### src/hdl/shds_pkg.sv
// Shared constants, types and opcodes of the semi-planar half downscaler.
`default_nettype none
package shds_pkg;

  // Frame geometry
  localparam int SRC_WIDTH  = 1280;
  localparam int OUT_HEIGHT = 360;
  localparam int PAIR_COUNT = (SRC_WIDTH + 1) / 2;

  // Field and counter widths
  localparam int BYTE_W = 8;
  localparam int SUM_W  = BYTE_W + 1;
  localparam int AVG_W  = BYTE_W + 2;
  localparam int BAND_W = 9;
  localparam int COL_W  = $clog2(SRC_WIDTH);
  localparam int ROW_W  = $clog2(2 * OUT_HEIGHT);
  localparam int PAIR_W = (PAIR_COUNT > 1) ? $clog2(PAIR_COUNT) : 1;
  localparam int CMP_W  = (ROW_W - 1 > BAND_W) ? ROW_W - 1 : BAND_W;

  localparam logic [BAND_W-1:0] BAND_RESET = BAND_W'(12);

  // Last kept chroma position of the frame
  localparam int LAST_COL_MOD     = (SRC_WIDTH - 1) % 4;
  localparam int LAST_CHROMA_COL  = (LAST_COL_MOD >= 2) ?
                                    (SRC_WIDTH - 1 - LAST_COL_MOD + 1) : (SRC_WIDTH - 1);
  localparam int LAST_CHROMA_ROW  = ((OUT_HEIGHT - 1) / 2) * 2;

  // Queue geometry
  localparam int QUEUE_DEPTH = 4;
  localparam int QIDX_W      = $clog2(QUEUE_DEPTH);
  localparam int QCNT_W      = $clog2(QUEUE_DEPTH + 1);

  // Back-end operations
  localparam logic [1:0] OP_WRITE = 2'd0;  // store a horizontal pair sum
  localparam logic [1:0] OP_AVG   = 2'd1;  // finish a 2x2 average and emit
  localparam logic [1:0] OP_PASS  = 2'd2;  // emit a byte unchanged

  typedef struct packed {
    logic [1:0]        op;
    logic [PAIR_W-1:0] addr;
    logic [SUM_W-1:0]  value;
    logic              is_chroma;
    logic              frame_end;
  } queue_entry_t;

endpackage
`default_nettype wire

### src/hdl/shds_queue.sv
// Short queue of classified operations between front and back ends.
`default_nettype none
module shds_queue (
  input  wire logic                   clk,
  input  wire logic                   rst,
  input  wire logic                   push,
  input  wire shds_pkg::queue_entry_t push_entry,
  input  wire logic                   pop,
  output shds_pkg::queue_entry_t      head,
  output logic                        not_empty,
  output logic                        full
);
  import shds_pkg::*;

  queue_entry_t      slots [QUEUE_DEPTH];
  logic [QIDX_W-1:0] wr_ptr, rd_ptr;
  logic [QCNT_W-1:0] count;

  assign head      = slots[rd_ptr];
  assign not_empty = count != '0;
  assign full      = count == QCNT_W'(QUEUE_DEPTH);

  // Store entries
  always_ff @(posedge clk) begin
    if (push) begin
      slots[wr_ptr] <= push_entry;
    end
  end

  // Advance pointers and occupancy
  always_ff @(posedge clk) begin
    if (rst) begin
      wr_ptr <= '0;
      rd_ptr <= '0;
      count  <= '0;
    end else begin
      if (push) begin
        wr_ptr <= (wr_ptr == QIDX_W'(QUEUE_DEPTH - 1)) ? '0 : wr_ptr + QIDX_W'(1);
      end
      if (pop) begin
        rd_ptr <= (rd_ptr == QIDX_W'(QUEUE_DEPTH - 1)) ? '0 : rd_ptr + QIDX_W'(1);
      end
      case ({push, pop})
        2'b10:   count <= count + QCNT_W'(1);
        2'b01:   count <= count - QCNT_W'(1);
        default: count <= count;
      endcase
    end
  end

endmodule
`default_nettype wire

### config.mk
export PLATFORM = sky130hd
export DESIGN_NAME = shds_queue
export DESIGN_NICKNAME = d
export VERILOG_FILES = /design/src/hdl/shds_pkg.sv /design/src/hdl/shds_queue.sv
export SDC_FILE = /design/constraint.sdc
export NUM_CORES = 1
export LEC_CHECK = 0
export BUFFER_PORTS_ARGS = -buffer_cell sky130_fd_sc_hd__buf_2
export CAP_MARGIN = 10
export CORE_MARGIN = 10
export CORE_UTILIZATION = 35
export CTS_BUF_LIST = sky130_fd_sc_hd__clkbuf_2 sky130_fd_sc_hd__clkbuf_4 sky130_fd_sc_hd__clkbuf_8
export DETAILED_ROUTE_END_ITERATION = 6
export HOLD_SLACK_MARGIN = 0.08
export PLACE_DENSITY = 0.56
export SYNTH_ARGS = -nofsm -noshare
export SYNTH_HDL_FRONTEND = slang
export SYNTH_SLANG_ARGS = --single-unit
### constraint.sdc
create_clock -name clk -period 2.7 [get_ports clk]
set_input_delay 0.54 -clock clk [delete_from_list [all_inputs] [get_ports clk]]
set_output_delay 0.54 -clock clk [all_outputs]
set_load 0.005 [all_outputs]
==> Word-level counts from Yosys, hierarchy flattened <==
Memory sizes are Yosys's and may differ from the RTL's. A register that Yosys moved wholly into a read port is not among the register bits.
Index checks and enable logic that the tools add are counted.
W data, S select, Z words.
{ "totals": {"register_bits": 7, "latch_bits": 0, "ram_bits": 92, "romBits": 0, "inputBits": 27, "out_inout_bits": 25, "word_cells": 22, "n_memories": 1} }
{ "classes": {"addsub": 4, "multipliers": 0, "div_mod_pow": 0, "magnitude_cmp": 0, "eq_ne": 5, "shift": 0, "n_mux": 7, "n_bitwise": 0, "n_reduce_logical": 2} }
{ "memory_table": {"columns": ["memory", "words", "word_bits", "rd", "rd_ports_with_merged_regs", "wr", "line", "source"], "rows": [
  ["slots", 4, 23, 1, 1, 1, "shds_queue.sv:15", "queue_entry_t slots [QUEUE_DEPTH];"]
]} }
{ "ops": {"columns": ["cell", "n"], "rows": [
  ["$mux W2", 4],
  ["$eq A2 B2 Y1 const B", 3],
  ["$pmux W3 S2", 1],
  ["$add A2 B1 Y2 const B", 2],
  ["$add A3 B1 Y3 const B", 1],
  ["$eq A3 B3 Y1 const B", 1],
  ["$reduce_bool A3 Y1", 1],
  ["$sub A3 B1 Y3 const B", 1],
  ["$eq A2 B1 Y1 const B", 1],
  ["$mux W1", 2],
  ["$reduce_bool A2 Y1", 1]
]} }

==> Longest topological paths before layout <==
{ "logic_depth": {"depth_word": 4, "depth_mapped": 6, "ltp_nobuf": 6} }

==> Least setup slack after synthesis <==
OpenSTA, ideal clock, no wires.
{ "synth_path": {"kind": "input to register", "startpoint": "in push", "endpoint": "reg count[2]", "setup_ps": 70, "arrival_time_ps": 1713, "t_required_ps": 2630, "setup_slack_ps": 917, "path_stages": 6, "path_buffers": 0, "path_cell_list": "inv_1 -> ha_1 -> fa_1 -> xnor2_1 -> or3_1 -> a21oi_1"} }
{ "synth_via": {"elab_chain_len": 2, "elab_cells_between_ends": 4, "classes_between": "2 x eq/ne; 1 x mux; 1 x reduce/logical"} }
{ "synth_lines": {"columns": ["item", "line", "source"], "rows": [
  ["start, declared", "shds_queue.sv:6", "input wire logic push,"],
  ["$eq A2 B1 Y1 or $eq A2 B2 Y1 (tied branches)", "shds_queue.sv:43", "case ({push, pop})"],
  ["$pmux W3 S2 or $reduce_bool A2 Y1 (tied branches)", null, null],
  ["end signal, assigned", "shds_queue.sv:44", "2'b10: count <= count + QCNT_W'(1);"],
  ["end signal, assigned", "shds_queue.sv:45", "2'b01: count <= count - QCNT_W'(1);"],
  ["end signal, assigned", "shds_queue.sv:46", "default: count <= count;"],
  ["end, declared", "shds_queue.sv:17", "logic [QCNT_W-1:0] count;"]
]} }
Several ways; a longest one is shown, not always the timed one.
A chain may end at the register's enable or synchronous reset.

==> results.yml <==
cts:
  cts.clk_slew.worst_paths_ns: 0.09
  cts_setup_buffers: 0
  cts_htree_levels: 3
  cts_root_buf: "sky130_fd_sc_hd__clkbuf_8"
  cts_tree: "built"
  cts-buffers-inserted: 9
  clock_insertion_delay_worst_skew_ns: 0.35
  clock_sink_count: 101
  cts-hold-fix-buffers: 0
  max-clock-path-buffers: 2
  cts_repair_resizes: 0
synthesis:
  synth_top_family_by_area: "multiplexers"
  yosys.area.top_type_share_pct: 72.82
  synthXorXnorAreaFrac_pct: 0.4617
  yosys.area_share.adder_pct: 2.507
  ys_top_cells_by_count: "sky130_fd_sc_hd__edfxtp_1 (92), sky130_fd_sc_hd__mux4_2 (20), sky130_fd_sc_hd__dfxtp_1 (9)"
  ys_async_sr_fraction_pct: 0
  syn-instance-count: 164
  synth.ff_latch_count: 101
  synth_most_common_cell: "sky130_fd_sc_hd__edfxtp_1"
  synth_enable_flop_cells: 92
  synth_top_flop_cell: "sky130_fd_sc_hd__edfxtp_1"
  ys_warn_count: 0
  synth_fp_nets: 198
  post-synth-top-area-cell: "sky130_fd_sc_hd__edfxtp_1"
  synth_area_per_cell_um2: 23.13
  synth_compound_gate_area_share_pct: 0.5277
  yosys-mux-area-fraction_pct: 14.74
  synth_seq_area_share_pct: 77.57
  summed_instance_area_of_the_synthesized_netlist_um2: 3794
  synthSimpleGateAreaFrac_pct: 2.177
  synth.lib_cells_used.distinct: 19
  synth_area_leaders: "sky130_fd_sc_hd__edfxtp_1 (73%), sky130_fd_sc_hd__mux4_2 (12%), sky130_fd_sc_hd__dfxtp_1 (4.7%)"
die:
  fp.coreArea_um2: 10460
  start_util_pct: 36.26
  die_y_um: 124.1
  floorplan.io_pins: 52
  die_width_um: 124.1
  die_area_um2: 15400
  placementRows: 37
final_layout:
  n_antenna_cell: 0
  final_design_area_no_fill_um2: 4458
  layout-drive-gt1-share_pct: 41.28
  layout.nets: 265
  fin_cells: 371
  area_delta_synth_final_pct: 17.51
place:
  post-place-cells: 356
  post_place_cell_area_um2: 4247
  routabilityCongestion: 0.6847
  number_of_port_buffers: 51
  detailedPlacementHpwl_um: 4416
global_routing:
  grt_pass1_vias: 1866
  grt_max_degree: 24
  wire_length_of_the_first_global_routing_pass_um: 10240
  grt.overflow.total: 0
  antenna_violations_before_repair: 0
  track_usage_pct: 8.894
sta:
  finClkSkew_ns: 0.007453
  report.final.slew_viol_count: 0
  rsz_0062_raised_after_global_routing: "false"
  period_share_pct: 84.34
  maxSlewHeadroom_pct: 75.70
  finalSetupViolCount: 0
  setup-tns-final_ns: 0
  worst-slew-pin-transition_ns: 0.3645
  final-hold-violation-count: 0
  clock.fmax_mhz: 439.1
  worst_hold_slack_ns: 0.3991
  min_period_ns: 2.277
routing:
  drt-initial-drc-count: 105
  drt_pass1_iterations: 4
  drc: 0
  drt-wirelength-per-cell_um: 18.15
  post_drt_via_cell_ratio: 4.730
  vias: 1755
  wirelength_um: 6732
  ant_nets: 0
critical_path:
  crit_path_end_kind: "primary output"
  critical_path_class: "flop to primary output"
  timing.critical_path.cells: "buf_12, mux4_2, buf_2"
  timing.critical_path.arrival_ns: 1.74
  critPathSlowestCell: "sky130_fd_sc_hd__mux4_2"
  worstPathMaxFanout: 18
  timing.critical_path.from_type: "flop"
  cp.required_ns: 2.16
  delay_contributed_by_the_slowest_stage_of_the_critical_path_ns: 0.53
  reg2regPathDepth: 4
pwr:
  p_leak_nw: 1.558
  power_density_nw_per_um2: 692.6
  vdd_ir_drop_max_mv: 0.2169
  power_mw: 3.088
run:
  max-cap-violations: 0
run_status:
  outcome: "completed"
min_path:
  hold_path_class: "primary input to flop"
  worstHoldPathCells: 1
## critical path, delay by kind of cell, from the launching register on
kind	cells	cell delay [ns]
buffers and inverters	2	0.38
flip-flops	1	0.46
multiplexers	1	0.53
## registers in the layout, indices dropped and copies added, names as in the netlist, named ones only
register,count
wr_ptr,2
rd_ptr,2
count,3
slots,92
## layout by cell type, fill, tap and decap left out
| cell | instances |
|---|---|
| sky130_fd_sc_hd__o21ai_0 | 1 |
| sky130_fd_sc_hd__buf_12 | 1 |
| sky130_fd_sc_hd__buf_4 | 9 |
| sky130_fd_sc_hd__fa_1 | 1 |
| sky130_fd_sc_hd__clkbuf_8 | 9 |
| sky130_fd_sc_hd__and2_1 | 4 |
| sky130_fd_sc_hd__clkinv_4 | 1 |
| sky130_fd_sc_hd__xor2_1 | 1 |
| sky130_fd_sc_hd__nor3b_1 | 3 |
| sky130_fd_sc_hd__ha_1 | 6 |
| sky130_fd_sc_hd__or3_1 | 2 |
| sky130_fd_sc_hd__dfxtp_2 | 1 |
| sky130_fd_sc_hd__edfxtp_1 | 92 |
| sky130_fd_sc_hd__inv_1 | 4 |
| sky130_fd_sc_hd__a21oi_1 | 3 |
| sky130_fd_sc_hd__xnor2_1 | 1 |
| sky130_fd_sc_hd__mux4_2 | 20 |
| sky130_fd_sc_hd__clkinv_2 | 2 |
| sky130_fd_sc_hd__dfxtp_1 | 8 |
| sky130_fd_sc_hd__bufinv_16 | 2 |
| sky130_fd_sc_hd__inv_6 | 1 |
| sky130_fd_sc_hd__buf_2 | 51 |
| sky130_fd_sc_hd__mux4_1 | 3 |
| sky130_fd_sc_hd__nor2_1 | 6 |
| sky130_fd_sc_hd__mux2i_1 | 3 |
## where the power goes
group          total, mW  switching (mW)  internal (mW)  leakage [nW]
Clock               1.00           0.485          0.519         0.109
Sequential          1.80          0.0264           1.78         0.919
Combinational      0.282           0.137          0.145         0.529
Total               3.09           0.649           2.44          1.56
## area by class of cell
cell class	instances	area, um^2
multi-input combinational	54	774.5
fill	945	6005
clock inverter	6	87.58
timing repair buffer	61	342.8
clock buffer	9	123.9
sequential	101	2944
inverter	4	15.01
tap	136	170.2
## routing by layer
| metal | up-vias | global-route usage, % | part of all wire (%) |
|---|---|---|---|
| met5 | - | 0 | 0 |
| met4 | 0 | 2.590 | 0.76 |
| met3 | 7 | 3.575 | 7.3 |
| met2 | 49 | 13.97 | 48 |
| met1 | 895 | 11.12 | 44 |
| li1 | 804 | - | - |
## final timing paths
kind	from	end	slack, ns
min	push_entry[21]	slots[0][21]$_DFFE_PP_	0.40
max	flop	head[16]	0.42
min reg2reg	count[2]$_SDFFE_PP0P_	count[2]$_SDFFE_PP0P_	0.52
max reg2reg	count[0]$_SDFFE_PP0P_	count[2]$_SDFFE_PP0P_	1.25
## cell families (layout without fill, tap and decap cells)
| group | count (synthesis) | count (layout) |
|---|---|---|
| DFF | 101 | 101 |
| and+or+nand+nor | 15 | 15 |
| adders and majority gates | 7 | 7 |
| muxes | 26 | 26 |
| AOI/OAI and AO/OA | 4 | 4 |
| xor gates and xnor gates | 2 | 2 |
| buffers and inverters | 9 | 80 |
## metrics by stage
step	utilization (%)	setup slack [ns]
floorplan	-	0.9172
global placement	40.59	0.6943
detailed placement	40.59	0.6593
CTS	42.61	0.3814
global route	42.61	0.3430
finish	42.61	0.4228
No activity file was read; power rests on OpenSTA's default activity.
