<file path="src/hdl/shds_pkg.sv">
// Shared constants, types and opcodes of the semi-planar half downscaler.
`default_nettype none
package shds_pkg;

  // Frame geometry
  localparam int SRC_WIDTH  = 1280;
  localparam int OUT_HEIGHT = 360;
  localparam int PAIR_COUNT = (SRC_WIDTH + 1) / 2;

  // Field and counter widths
  localparam int BYTE_W = 8;
  localparam int SUM_W  = BYTE_W + 1;
  localparam int AVG_W  = BYTE_W + 2;
  localparam int BAND_W = 9;
  localparam int COL_W  = $clog2(SRC_WIDTH);
  localparam int ROW_W  = $clog2(2 * OUT_HEIGHT);
  localparam int PAIR_W = (PAIR_COUNT > 1) ? $clog2(PAIR_COUNT) : 1;
  localparam int CMP_W  = (ROW_W - 1 > BAND_W) ? ROW_W - 1 : BAND_W;

  localparam logic [BAND_W-1:0] BAND_RESET = BAND_W'(12);

  // Last kept chroma position of the frame
  localparam int LAST_COL_MOD     = (SRC_WIDTH - 1) % 4;
  localparam int LAST_CHROMA_COL  = (LAST_COL_MOD >= 2) ?
                                    (SRC_WIDTH - 1 - LAST_COL_MOD + 1) : (SRC_WIDTH - 1);
  localparam int LAST_CHROMA_ROW  = ((OUT_HEIGHT - 1) / 2) * 2;

  // Queue geometry
  localparam int QUEUE_DEPTH = 4;
  localparam int QIDX_W      = $clog2(QUEUE_DEPTH);
  localparam int QCNT_W      = $clog2(QUEUE_DEPTH + 1);

  // Back-end operations
  localparam logic [1:0] OP_WRITE = 2'd0;  // store a horizontal pair sum
  localparam logic [1:0] OP_AVG   = 2'd1;  // finish a 2x2 average and emit
  localparam logic [1:0] OP_PASS  = 2'd2;  // emit a byte unchanged

  typedef struct packed {
    logic [1:0]        op;
    logic [PAIR_W-1:0] addr;
    logic [SUM_W-1:0]  value;
    logic              is_chroma;
    logic              frame_end;
  } queue_entry_t;

endpackage
`default_nettype wire

</file>
<file path="src/hdl/shds_in_if.sv">
// Input channel: one source frame byte per transaction.
`default_nettype none
interface shds_in_if;
  logic                       valid;
  logic                       ready;
  logic [shds_pkg::BYTE_W-1:0] source_byte;
  logic                       frame_start;

  modport source (output valid, output source_byte, output frame_start, input ready);
  modport sink   (input valid, input source_byte, input frame_start, output ready);
endinterface
`default_nettype wire

</file>
<file path="src/hdl/shds_front.sv">
// Front end: tracks frame position, classifies each byte into a back-end operation.
`default_nettype none
module shds_front (
  input  wire logic                         clk,
  input  wire logic                         rst,
  input  wire logic                         cfg_we,
  input  wire logic [shds_pkg::BAND_W-1:0]  cfg_wdata,
  shds_in_if.sink                           in_ch,
  input  wire logic                         q_full,
  output logic                              q_push,
  output shds_pkg::queue_entry_t            q_entry
);
  import shds_pkg::*;

  logic [BAND_W-1:0] band_rows;
  logic [COL_W-1:0]  column_count;
  logic [ROW_W-1:0]  row_count;
  logic              in_chroma_plane;
  logic [BYTE_W-1:0] held_left_pixel;

  logic [COL_W-1:0]  col_eff, column_count_next;
  logic [ROW_W-1:0]  row_eff, row_count_next;
  logic              chroma_eff, in_chroma_plane_next;
  logic              accept, emit, band, odd_row, odd_col;

  assign in_ch.ready = !q_full;
  assign accept      = in_ch.valid && in_ch.ready;
  assign q_push      = accept && emit;

  // Classify the byte at its effective position
  always_comb begin
    col_eff    = in_ch.frame_start ? '0 : column_count;
    row_eff    = in_ch.frame_start ? '0 : row_count;
    chroma_eff = in_ch.frame_start ? 1'b0 : in_chroma_plane;
    odd_row    = row_eff[0];
    odd_col    = col_eff[0];
    band       = CMP_W'(row_eff[ROW_W-1:1]) < CMP_W'(band_rows);
    emit       = 1'b0;
    q_entry.op        = OP_PASS;
    q_entry.addr      = PAIR_W'(col_eff[COL_W-1:1]);
    q_entry.value     = SUM_W'(in_ch.source_byte);
    q_entry.is_chroma = chroma_eff;
    q_entry.frame_end = 1'b0;
    if (!chroma_eff) begin
      if (!odd_col) begin
        emit = !odd_row && !band;
      end else if (!odd_row) begin
        emit          = 1'b1;
        q_entry.op    = OP_WRITE;
        q_entry.value = SUM_W'(held_left_pixel) + SUM_W'(in_ch.source_byte);
      end else begin
        emit          = band;
        q_entry.op    = OP_AVG;
        q_entry.value = SUM_W'(held_left_pixel) + SUM_W'(in_ch.source_byte);
      end
    end else begin
      emit = !odd_row && !col_eff[1];
      q_entry.frame_end = (row_eff == ROW_W'(LAST_CHROMA_ROW)) &&
                          (col_eff == COL_W'(LAST_CHROMA_COL));
    end
  end

  // Advance the raster position
  always_comb begin
    column_count_next    = col_eff + COL_W'(1);
    row_count_next       = row_eff;
    in_chroma_plane_next = chroma_eff;
    if (col_eff == COL_W'(SRC_WIDTH - 1)) begin
      column_count_next = '0;
      row_count_next    = row_eff + ROW_W'(1);
      if (!chroma_eff && row_eff == ROW_W'(2 * OUT_HEIGHT - 1)) begin
        row_count_next       = '0;
        in_chroma_plane_next = 1'b1;
      end else if (chroma_eff && row_eff == ROW_W'(OUT_HEIGHT - 1)) begin
        row_count_next       = '0;
        in_chroma_plane_next = 1'b0;
      end
    end
  end

  // Hold position, band register and the left pixel of each pair
  always_ff @(posedge clk) begin
    if (rst) begin
      band_rows       <= BAND_RESET;
      column_count    <= '0;
      row_count       <= '0;
      in_chroma_plane <= 1'b0;
      held_left_pixel <= '0;
    end else begin
      if (cfg_we) begin
        band_rows <= cfg_wdata;
      end
      if (accept) begin
        column_count    <= column_count_next;
        row_count       <= row_count_next;
        in_chroma_plane <= in_chroma_plane_next;
        if (!chroma_eff && !odd_col) begin
          held_left_pixel <= in_ch.source_byte;
        end
      end
    end
  end

endmodule
`default_nettype wire

</file>
<file path="src/flat_wrapper.sv">
// flat-port wrapper written by rule: the top's interface ports become plain ports
module shds_front_flat import shds_pkg::*;
  (clk, rst, cfg_we, cfg_wdata, q_full, q_push, q_entry, in_ch_valid, in_ch_source_byte, in_ch_frame_start, in_ch_ready);
  shds_in_if in_ch_i ();
  input  wire logic clk;
  input  wire logic rst;
  input  wire logic cfg_we;
  input  wire logic [shds_pkg::BAND_W-1:0] cfg_wdata;
  input  wire logic q_full;
  output logic q_push;
  output shds_pkg::queue_entry_t q_entry;
  input wire logic [$bits(in_ch_i.valid)-1:0] in_ch_valid;
  input wire logic [$bits(in_ch_i.source_byte)-1:0] in_ch_source_byte;
  input wire logic [$bits(in_ch_i.frame_start)-1:0] in_ch_frame_start;
  output wire logic [$bits(in_ch_i.ready)-1:0] in_ch_ready;
  assign in_ch_i.valid = in_ch_valid;
  assign in_ch_i.source_byte = in_ch_source_byte;
  assign in_ch_i.frame_start = in_ch_frame_start;
  assign in_ch_ready = in_ch_i.ready;
  shds_front u_core (.clk(clk), .rst(rst), .cfg_we(cfg_we), .cfg_wdata(cfg_wdata), .in_ch(in_ch_i), .q_full(q_full), .q_push(q_push), .q_entry(q_entry));
endmodule
</file>
<file path="config.mk">
export PLATFORM = sky130hd
export DESIGN_NAME = shds_front_flat
export DESIGN_NICKNAME = d
export VERILOG_FILES = /design/src/hdl/shds_pkg.sv /design/src/hdl/shds_in_if.sv /design/src/hdl/shds_front.sv /design/src/flat_wrapper.sv
export SDC_FILE = /design/constraint.sdc
export NUM_CORES = 1
export LEC_CHECK = 0
export BUFFER_PORTS_ARGS = -buffer_cell sky130_fd_sc_hd__buf_2
export CAP_MARGIN = 5
export CORE_MARGIN = 5
export CORE_UTILIZATION = 50
export CTS_BUF_LIST = sky130_fd_sc_hd__clkbuf_16
export CTS_CLUSTER_DIAMETER = 30
export CTS_CLUSTER_SIZE = 24
export DETAILED_ROUTE_END_ITERATION = 16
export GPL_TIMING_DRIVEN = 1
export PLACE_DENSITY = 0.79
export SLEW_MARGIN = 5
export SYNTH_ARGS = -nofsm -noshare
export SYNTH_HDL_FRONTEND = slang
export SYNTH_SLANG_ARGS = --single-unit
</file>
<file path="constraint.sdc">
create_clock -name clk -period 3.1 [get_ports clk]
set_input_delay 0.31 -clock clk [delete_from_list [all_inputs] [get_ports clk]]
set_output_delay 0.31 -clock clk [all_outputs]
set_load 0.02 [all_outputs]
</file>
**Word level (Yosys, flattened, before mapping)**

Index checks and enable logic that the tools add are counted.

- Register bits after elaboration: 39
- Input port bits: 23
- Word-level logic and storage cells: 48

- Add/subtract/negate cells: 3
- Order comparisons: 1
- Eq/ne operators: 5
- Mux-type cells: 19
- Reduce and logical (&&, ||, !) cells: 15

Operator list:

| cell | count |
|---|---|
| $mux W10 | 4 |
| $eq A11 B11 Y1 const B | 2 |
| $mux W11 | 2 |
| $eq A10 B9 Y1 const B | 2 |
| $mux W9 | 2 |
| $add A11 B1 Y11 const B | 1 |
| $add A10 B1 Y10 const B | 1 |
| $eq A10 B10 Y1 const B | 1 |
| $add A8 B8 Y9 | 1 |
| $lt A9 B9 Y1 | 1 |
| $mux W1 | 9 |
| $logic_and A1 B1 Y1 | 8 |
| $logic_not A1 Y1 | 6 |
| $mux W2 | 2 |
| $reduce_and A2 Y1 | 1 |

**Depth between registers and ports, before layout**

Gate-level depths: netlist of the first run.

- Word-level depth: 7
- Gate-level depth with buffers: 12

**Worst setup path before layout of the first run**

Ideal clock, no wire load.

- Path kind: input to output
- From: input port in_ch_frame_start
- To: output port q_push
- Arrival: 2.638 ns
- Data required time: 2.790 ns
- Setup slack: 0.152 ns
- Stages on the path: 11
- Buffers on the path: 4
- Cell sequence: buf_6 > buf_6 > clkbuf_1 > clkbuf_1 > nor2b_1 > ha_1 > o22ai_2 > or4_1 > a31o_1 > a2111oi_2 > nand3b_1

- Longest elaborated chain between the ends: 7

RTL lines:

| item | line | text |
|---|---|---|
| from (decl) | flat_wrapper.sv:14 | `input wire logic [$bits(in_ch_i.frame_start)-1:0] in_ch_frame_start;` |
| $mux W10 | shds_front.sv:33 | `row_eff = in_ch.frame_start ? '0 : row_count;` |
| $lt A9 B9 Y1 | shds_front.sv:37 | `band = CMP_W'(row_eff[ROW_W-1:1]) < CMP_W'(band_rows);` |
| $logic_not A1 Y1 | shds_front.sv:46 | `emit = !odd_row && !band;` |
| $logic_and A1 B1 Y1 | shds_front.sv:46 |  |
| $mux W1 | shds_front.sv:45 | `if (!odd_col) begin` |
| $mux W1 * | shds_front.sv:44 | `if (!chroma_eff) begin` |
| $logic_and A1 B1 Y1 * | shds_front.sv:28 | `assign q_push = accept && emit;` |
| to (decl) | flat_wrapper.sv:10 | `output logic q_push;` |

Mark *: on every way between the ends. The rest lies on a longest branch, timed or not.

**Worst setup path in the final report of the first run**

- From: register u_core.row_count[2]
- To: output port q_push

- Longest elaborated chain between the ends: 7

RTL lines:

| item | line | text |
|---|---|---|
| from (decl) | shds_front.sv:17 | `logic [ROW_W-1:0] row_count;` |
| from (signal assigned) | shds_front.sv:95 | `row_count <= row_count_next;` |
| $mux W10 * | shds_front.sv:33 |  |
| $lt A9 B9 Y1 * | shds_front.sv:37 |  |
| $logic_not A1 Y1 | shds_front.sv:46 |  |
| $logic_and A1 B1 Y1 | shds_front.sv:46 |  |
| $mux W1 * | shds_front.sv:45 |  |
| $mux W1 * | shds_front.sv:44 |  |
| $logic_and A1 B1 Y1 * | shds_front.sv:28 |  |

Marks and branches as above.

==> results of run 1 <==
## flip-flops by register name, indices dropped and copies added, names as in the netlist
| register | flops |
|---|---|
| u_core.in_chroma_plane | 1 |
| u_core.held_left_pixel | 8 |
| u_core.column_count | 11 |
| u_core.band_rows | 9 |
| u_core.row_count | 10 |
## area by class of cell
class | instances | area (um2)
inverter | 17 | 63.8
tap | 72 | 90.1
multi-input combinational | 267 | 1800
fill | 481 | 2300
sequential | 39 | 781
clock inverter | 1 | 3.75
clock buffer | 5 | 125
timing repair buffer | 52 | 273
## placed cells by master (no fill, tap or decap), drive strengths merged, types with 2 or more instances in the layout
cell and instances:
a211oi 2, a21o 7, a21oi 22, a22oi 3, a311oi 2, a31oi 2
a32oi 2, and2 3, and2b 2, and3 6, and4 2, and4b 3
buf 52, clkbuf 5, dfxtp 39, ha 18, inv 18, mux2 2
mux2i 17, nand2 19, nand2b 4, nand3 13, nand3b 3, nand4 5
nor2 41, nor2b 19, nor3 8, nor4b 2, o211ai 2, o21a 2
o21ai 21, o21bai 2, o22ai 2, or3 4, or4 3, xnor2 4
xor2 2
## kinds of logic (layout without fill, tap and decap cells)
kind of cell	count (synthesis)	after routing	synth area share
AND/OR/NAND/NOR	142	142	0.283
AO/OA/AOI/OAI	81	81	0.192
flip-flops	39	39	0.283
buffers and inverters	38	75	0.0631
adder cells (fa/ha/maj)	19	19	0.0890
multiplexers	19	19	0.0699
XOR/XNOR	6	6	0.0191
## how the worst max path moves through the flow
stage	start	end	slack, ns	cells past startpoint
3_3_place_gp	in_ch_frame_start	u_core.row_count[7]	0.55	10
3_5_place_dp	in_ch_frame_start	u_core.row_count[7]	0.49	10
5_1_grt	u_core.row_count[2]	q_push	0.18	9
6_report	u_core.row_count[2]	q_push	0.31	9
2_1_floorplan	in_ch_frame_start	q_push	0.15	11
4_1_cts	u_core.row_count[2]	q_push	0.32	9
## through the flow
step	cells	hold slack, ns	total power [W]	util	area, um2
6_report	453	0.248	0.00116	0.577	3140
5_1_grt	453	0.258	0.00122	0.577	3140
3_5_place_dp	447	0.487	0.000704	0.553	3010
2_1_floorplan	344	0.439	0.000655	-	2760
4_1_cts	453	0.248	0.00117	0.577	3140
3_3_place_gp	447	0.479	0.000699	0.553	3010
## critical path, delay by kind of cell, from the launching register on
family,cells,cell delay [ns]
AO/OA/AOI/OAI,3,0.59
adder cells (fa/ha/maj),1,0.18
flip-flops,1,0.41
buffers and inverters,1,0.17
AND/OR/NAND/NOR,4,0.86
## layer usage
metal	vias to the layer above	routed length (um)	part of all wire	GRT usage
met4	0	87	0.013	0.0599
met1	1209	2820	0.43	0.225
met5	-	0	0	0
li1	1317	-	-	-
met2	70	3380	0.51	0.329
met3	10	344	0.052	0.0422
## power groups by stage
stage	clock [W]	combinational, W	sequential [W]
final	0.000470	0.000170	0.000524
after global placement	0	0.000165	0.000533
after detailed placement	0	0.000170	0.000534
after global routing	0.000504	0.000192	0.000525
after floorplan	0	0.000124	0.000532
after CTS	0.000477	0.000171	0.000523
==> metrics.txt, run 1 <==
count leader, synth=nor2_1; total number of H-tree levels=2; RePlAce Congestion=0.933; sequential share of power=0.450; setup slack at placement=0.492 ns; layout cell share with drive strength beyond 1=0.181; First DRT Iteration DRCs=about 230; Yosys top cell by area=dfxtp_1; die width=84.2 um; Int Pwr=0.000870 W; main flop type after synthesis=dfxtp_1; Combinational Power Share=0.146; Seq cells post-synth=39; CTS tree=done; Netlist cell types=64; Setup TNS=0 ns; Final min period=2.79 ns; Clk pwr share=0.404; Hold-fix buffers, CTS=0; antenna violations before repair=0; Area contributors post-synth=dfxtp_1, ha_1, mux2i_1; area delta synth->final=13.9%; worst hold path endpoint=u_core.band_rows[3]; final net count=~420; crit path cell chain=nor2b_1 -> ha_1 -> nand2b_1 -> o22ai_2 -> or4_1 -> a31o_1 -> a2111oi_2 -> nand3b_1 -> buf_2; Reg-to-Reg Start=u_core.column_count[0]; Die Area=7090 um2; Routed Antenna Nets=0; yosys warns=0; DR WL/cell=roughly 15 um; Yosys top cell area share=0.283; num ports=48; Clock Path Buffers=2; P_leak=1.39 nW; R2R cell count=8; Mean Syn Cell Area=8.01 um2; worst-skew pair later-pin latency=0.28 ns; Post-Syn Instances=344; 1st-pass router iterations=4; Hold Crit Class=primary input to register; worst path required time=between 2 and 3 ns; slew margin rel.=0.550; DRC=0; worst-margin pin slew=0.676 ns; Pwr Density=about 370 nW/um2; Remaining Overflow, GRT=0; Fin. Hold Viols=0; Initial Util=0.507; Hold Crit Start=cfg_wdata[3]; Vias/cell=5.75; Setup-failing EPs final=0; Mapped Nets=about 390; critical path class=register to primary output; Antenna Cells=0; vias in the first global route=about 2500; Routed WL=6630 um; number of max-cap violations=0; RSZ-0062 raised after global routing=false; Hold Path Depth=3; Post-Route Skew=just over 0.005 ns; Final period util=0.899; register area share after synthesis=0.283; Port Buffers=47; Clk Tree Root Cell=clkbuf_16; Via Count=2606; switch share=0.252; Fmax=0.359 GHz; CP Launch Type=register; Final Slew Violations=0; Post-synth EDFFs=0; mapped cell area=2760 um2; Synth async-reset ratio=0; Worst Path Max Fanout=6; Max IR drop VDD=196 uV; first-pass GRT wire length=11200 um; clk slew on worst S/H paths=0.06 ns; GRT Util Overall=0.187; chip height=roughly 84 um; core area=5440 um2; status=finished clean; Post-CTS Setup Bufs=0; Inserted Clock Buffers=5; switching power=0.000293 W; r2r setup slk=0.77 ns; post_cts resized=0; PnR worst setup slack=0.315 ns; Worst EP arrival=2.48 ns; reg2reg end=u_core.row_count[7]; post-DP HPWL=4840 um; max incr delay on CP=0.41 ns; row count=27; CP Capture Type=primary output; clock sink total=39; largest net degree at the start of global routing=38; most frequent cells after synthesis=nor2_1, dfxtp_1, a21oi_1; slowest CP cell=dfxtp_1
Power figures use the tool's default switching activity.
==> inputs of run 2 (changes only) <==
--- a/config.mk
+++ b/config.mk
@@ -9,7 +9,7 @@
 export CAP_MARGIN = 5
 export CORE_MARGIN = 5
 export CORE_UTILIZATION = 50
-export CTS_BUF_LIST = sky130_fd_sc_hd__clkbuf_16
+export CTS_BUF_LIST = sky130_fd_sc_hd__clkbuf_8
 export CTS_CLUSTER_DIAMETER = 30
 export CTS_CLUSTER_SIZE = 24
 export DETAILED_ROUTE_END_ITERATION = 16
==> metrics.txt, run 2 (synthesized netlist as in run 1, its figures left out) <==
status=finished clean; most flop-heavy register=u_core.column_count; Routed Antenna Nets=0; largest net degree at the start of global routing=38; Design Power=0.00101 W; WL met1=about 2800 um; layout cell share with drive strength beyond 1=0.181; Via Count=between 2000 and 3000; Reg-to-Reg Start=u_core.column_count[0]; Worst Path Max Fanout=6; vias in the first global route=2519; CP Capture Type=primary output; commonest non-fill, non-tap cell in the layout=buf_2; die width=84.2 um; 1st-pass router iterations=4; most frequent cells in the layout=buf_2, nor2_1, dfxtp_1; Port Buffers=47; antenna violations before repair=0; clock sink total=39; clk slew on worst S/H paths=0.07 ns; P_leak=1.37 nW; Setup TNS=0 ns; total number of H-tree levels=2; core area=5440 um2; CTS tree=done; Vias/cell=~5.7; worst path required time=2.79 ns; Highest Signal Layer=met4; final design area excluding fillers=3080 um2; RePlAce Congestion=0.933; num ports=between 40 and 50; Fin. Hold Viols=0; post-DP HPWL=4840 um; Post-CTS Setup Bufs=0; critical path class=register to primary output; Remaining Overflow, GRT=0; Hold Crit Start=cfg_wdata[2]; Hold-fix buffers, CTS=0; First DRT Iteration DRCs=258; RSZ-0062 raised after global routing=false; CP Launch Type=register; top flop regs=u_core.column_count x11, u_core.row_count x10, u_core.band_rows x9; Post-Route Skew=0.00778 ns; worst-margin pin slew=0.693 ns; DRC=0; post_cts resized=0; DR WL/cell=14.4 um; Final Non-Filler Cells=453; Fmax=around 0.36 GHz; Setup-failing EPs final=0; Antenna Cells=0; final net count=424; Initial Util=0.507; Die Area=7090 um2; Final Core Density=0.566; Inserted Clock Buffers=5; Final period util=0.901; Clk Tree Root Cell=clkbuf_8; fillcell total=497; Final Slew Violations=0; Routed WL=6520 um; first-pass GRT wire length=roughly 11000 um; chip height=84.2 um; DP Cell Count=447; number of max-cap violations=0; routed wl met3=352 um; placed cell area=around 3000 um2; Max IR drop VDD=162 uV; Final min period=2.79 ns; worst-skew pair later-pin latency=between 0.2 and 0.3 ns; slew margin rel.=0.538; Pwr Density=327 nW/um2; Worst Setup SP=u_core.row_count[7]; Hold Crit Class=primary input to register; area delta synth->final=11.8%; Clock Path Buffers=2; max FFs per register=11; row count=27; GRT Util Overall=0.185; WL met2=3250 um; Worst EP arrival=2.48 ns
## run 2: layer usage
layer | up-vias | global-route usage
met2 | 67 | 0.319
met3 | 10 | 0.0461
li1 | 1309 | -
met4 | 0 | 0.0643
met5 | - | 0
met1 | 1191 | 0.225
## run 2: path summary, 6_finish.rpt
path,end,slack [ns],cells after the start
setup / recovery,q_push,0.31,8
hold / removal,u_core.band_rows[2],0.23,3
setup reg to reg,u_core.row_count[7],0.77,8
hold reg to reg,u_core.band_rows[5],0.50,2
## run 2: power breakdown
| group | total, W | internal (W) | switching (W) |
|---|---|---|---|
| Sequential | 0.000523 | 0.000514 | 0.00000861 |
| Combinational | 0.000170 | 0.0000695 | 0.000100 |
| Clock | 0.000315 | 0.000147 | 0.000168 |
| Total | 0.00101 | 0.000730 | 0.000277 |
## run 2: critical path, cell delays in order (launching register included)
cell	delay [ns]
dfxtp_1	0.43
nor2b_1	0.27
ha_1	0.29
a21o_1	0.16
a21o_1	0.16
a221oi_1	0.42
a2111oi_2	0.13
nand3b_1	0.17
buf_2	0.16
## run 2: area by class of cell
type                    instances  area [um2]  share of cell area
flip-flops and latches         39         781               0.253
repair buffers                 52         273              0.0885
inverters                      17        63.8              0.0207
clock inverters                 1        3.75             0.00122
multi-input cells             267        1800               0.584
clock buffers                   5        68.8              0.0223
well taps                      72        90.1              0.0292
## run 2: per-stage QoR
step / hold WS [ns] / setup slack [ns]
2_1_floorplan: 0.439 / 0.152
3_3_place_gp: 0.479 / 0.552
3_5_place_dp: 0.487 / 0.492
4_1_cts: 0.232 / 0.311
5_1_grt: 0.235 / 0.136
6_report: 0.233 / 0.307
==> inputs of run 3 (changes only) <==
--- a/config.mk
+++ b/config.mk
@@ -15,6 +15,7 @@
 export DETAILED_ROUTE_END_ITERATION = 16
 export GPL_TIMING_DRIVEN = 1
 export PLACE_DENSITY = 0.79
+export RECOVER_POWER = 50
 export SLEW_MARGIN = 5
 export SYNTH_ARGS = -nofsm -noshare
 export SYNTH_HDL_FRONTEND = slang
==> constraint.sdc (replaced) <==
create_clock -name clk -period 3.5 [get_ports clk]
set_input_delay 0.35 -clock clk [delete_from_list [all_inputs] [get_ports clk]]
set_output_delay 0.35 -clock clk [all_outputs]
set_load 0.02 [all_outputs]
==> metrics.txt, run 3 (synthesized netlist as in run 1, its figures left out) <==
status=finished with violations; failing checks=max-capacitance violations, max-slew violations; Post-CTS Setup Bufs=0; number of max-cap violations=1; R2R cell count=8; GR Layer Usage met3=0.0422; worst-skew pair later-pin latency=0.29 ns; met1 Use GR=0.220; Antenna Cells=0; Hold Crit Start=cfg_wdata[2]; Port Buffers=47; Via Count=2596; Final min period=between 3 and 4 ns; top flop regs=u_core.column_count x11, u_core.row_count x10, u_core.band_rows x9; CP Launch Type=primary input; slowest CP cell=clkbuf_1; crit path cell chain=clkbuf_1 -> nor2b_1 -> ha_1 -> o22ai_2 -> or4_1 -> a31o_1 -> a2111oi_2 -> nand3b_1 -> buf_2; Vias/cell=5.74; Setup TNS=0 ns; Fmax=0.324 GHz; num ports=48; Worst Path Max Fanout=20; critical path class=primary input to primary output; Post-Route Skew=0.00179 ns; vias in the first global route=2516; met2 usage=0.330; CP top delay family=buffers and inverters; worst hold path endpoint=u_core.band_rows[2]; area delta synth->final=10.7%; DR WL/cell=14.6 um; clk slew on worst S/H paths=0.07 ns; most frequent cells in the layout=nor2_1, dfxtp_1, buf_2; post-DP HPWL=4830 um; Reg-to-Reg Start=u_core.column_count[0]; CTS tree=done; Setup-failing EPs final=0; DRC=0; final net count=around 420; die width=84.2 um; max incr delay on CP=0.62 ns; total number of H-tree levels=2; Max IR drop VDD=213 uV; commonest non-fill, non-tap cell in the layout=nor2_1; worst path required time=between 3 and 4 ns; 1st-pass router iterations=4; Clock Path Buffers=2; most flop-heavy register=u_core.column_count; RePlAce Congestion=approximately 0.94; max FFs per register=11; Hold Crit Class=primary input to register; Routed Antenna Nets=0; Final Non-Filler Cells=between 400 and 500; slew margin rel.=-0.116; Remaining Overflow, GRT=0; Final period util=0.881; largest net degree at the start of global routing=38; P_leak=1.32 nW; clock sink total=39; Pwr Density=295 nW/um2; row count=27; worst path bufs/invs=2; First DRT Iteration DRCs=just under 300; layout cell share with drive strength beyond 1=0.142; Final Slew Violations=38; core area=roughly 5400 um2; first-pass GRT wire length=11100 um; Inserted Clock Buffers=5; GRT Max-Usage Layer=met2; Hold Path Depth=3; Worst EP arrival=2.74 ns; antenna violations before repair=0; Hold-fix buffers, CTS=0; reg2reg end=u_core.row_count[7]; post_cts resized=0; RSZ-0062 raised after global routing=false; Fin. Hold Viols=0; Die Area=~7100 um2; CP Capture Type=primary output; DP Cell Count=444; Clk Tree Root Cell=clkbuf_8; r2r setup slk=0.97 ns; Initial Util=0.507; chip height=84.2 um; Routed WL=6590 um; GRT Util Overall=0.186; worst-margin pin slew=approximately 1.7 ns
## run 3: worst register-to-register path: cells and delay by family, from the launching register on
family          cells  cell delay (ns)
compound gates      3             0.47
fa+ha+maj           1             0.27
simple gates        4             1.21
flops               1             0.38
## run 3: stage by stage
step	cell area, um2	hold slack (ns)	total power, W	setup WS [ns]	util
floorplan	2760	0.460	0.000581	0.472	-
global placement	2990	0.479	0.000616	0.728	0.549
detailed placement	2990	0.481	0.000620	0.677	0.549
CTS	3070	0.278	0.000909	0.632	0.564
global route	3050	0.290	0.000949	0.235	0.561
finish	3050	0.279	0.000900	0.415	0.561
## run 3: worst max path at each step
stage | slack (ns) | from | cells past startpoint | end
after floorplan | 0.47 | in_ch_frame_start | 11 | q_push
after global placement | 0.73 | in_ch_frame_start | 10 | u_core.row_count[7]
after detailed placement | 0.68 | in_ch_frame_start | 10 | u_core.row_count[7]
after CTS | 0.63 | u_core.row_count[7] | 8 | q_push
after global routing | 0.24 | in_ch_frame_start | 10 | u_core.row_count[7]
final | 0.41 | in_ch_frame_start | 9 | q_push
## run 3: layout make-up
cell class              count  area [um2]
flip-flops and latches     39         781
clock inverters             3        12.5
well taps                  72        90.1
clock buffers               5        68.8
inverters                  17        63.8
repair buffers             49         236
fillers                   492        2390
multi-input cells         267        1800
## run 3: where the power goes
group	switching, W	internal [W]	leakage (nW)
clock network	0.000156	0.000134	0.0505
registers	0.00000760	0.000455	0.317
logic	0.0000887	0.0000592	0.953
## run 3: per-layer routing
layer	up-vias	wire, um
li1	1300	-
met1	1209	2910
met2	75	3270
met3	12	310
met4	0	104
met5	-	0
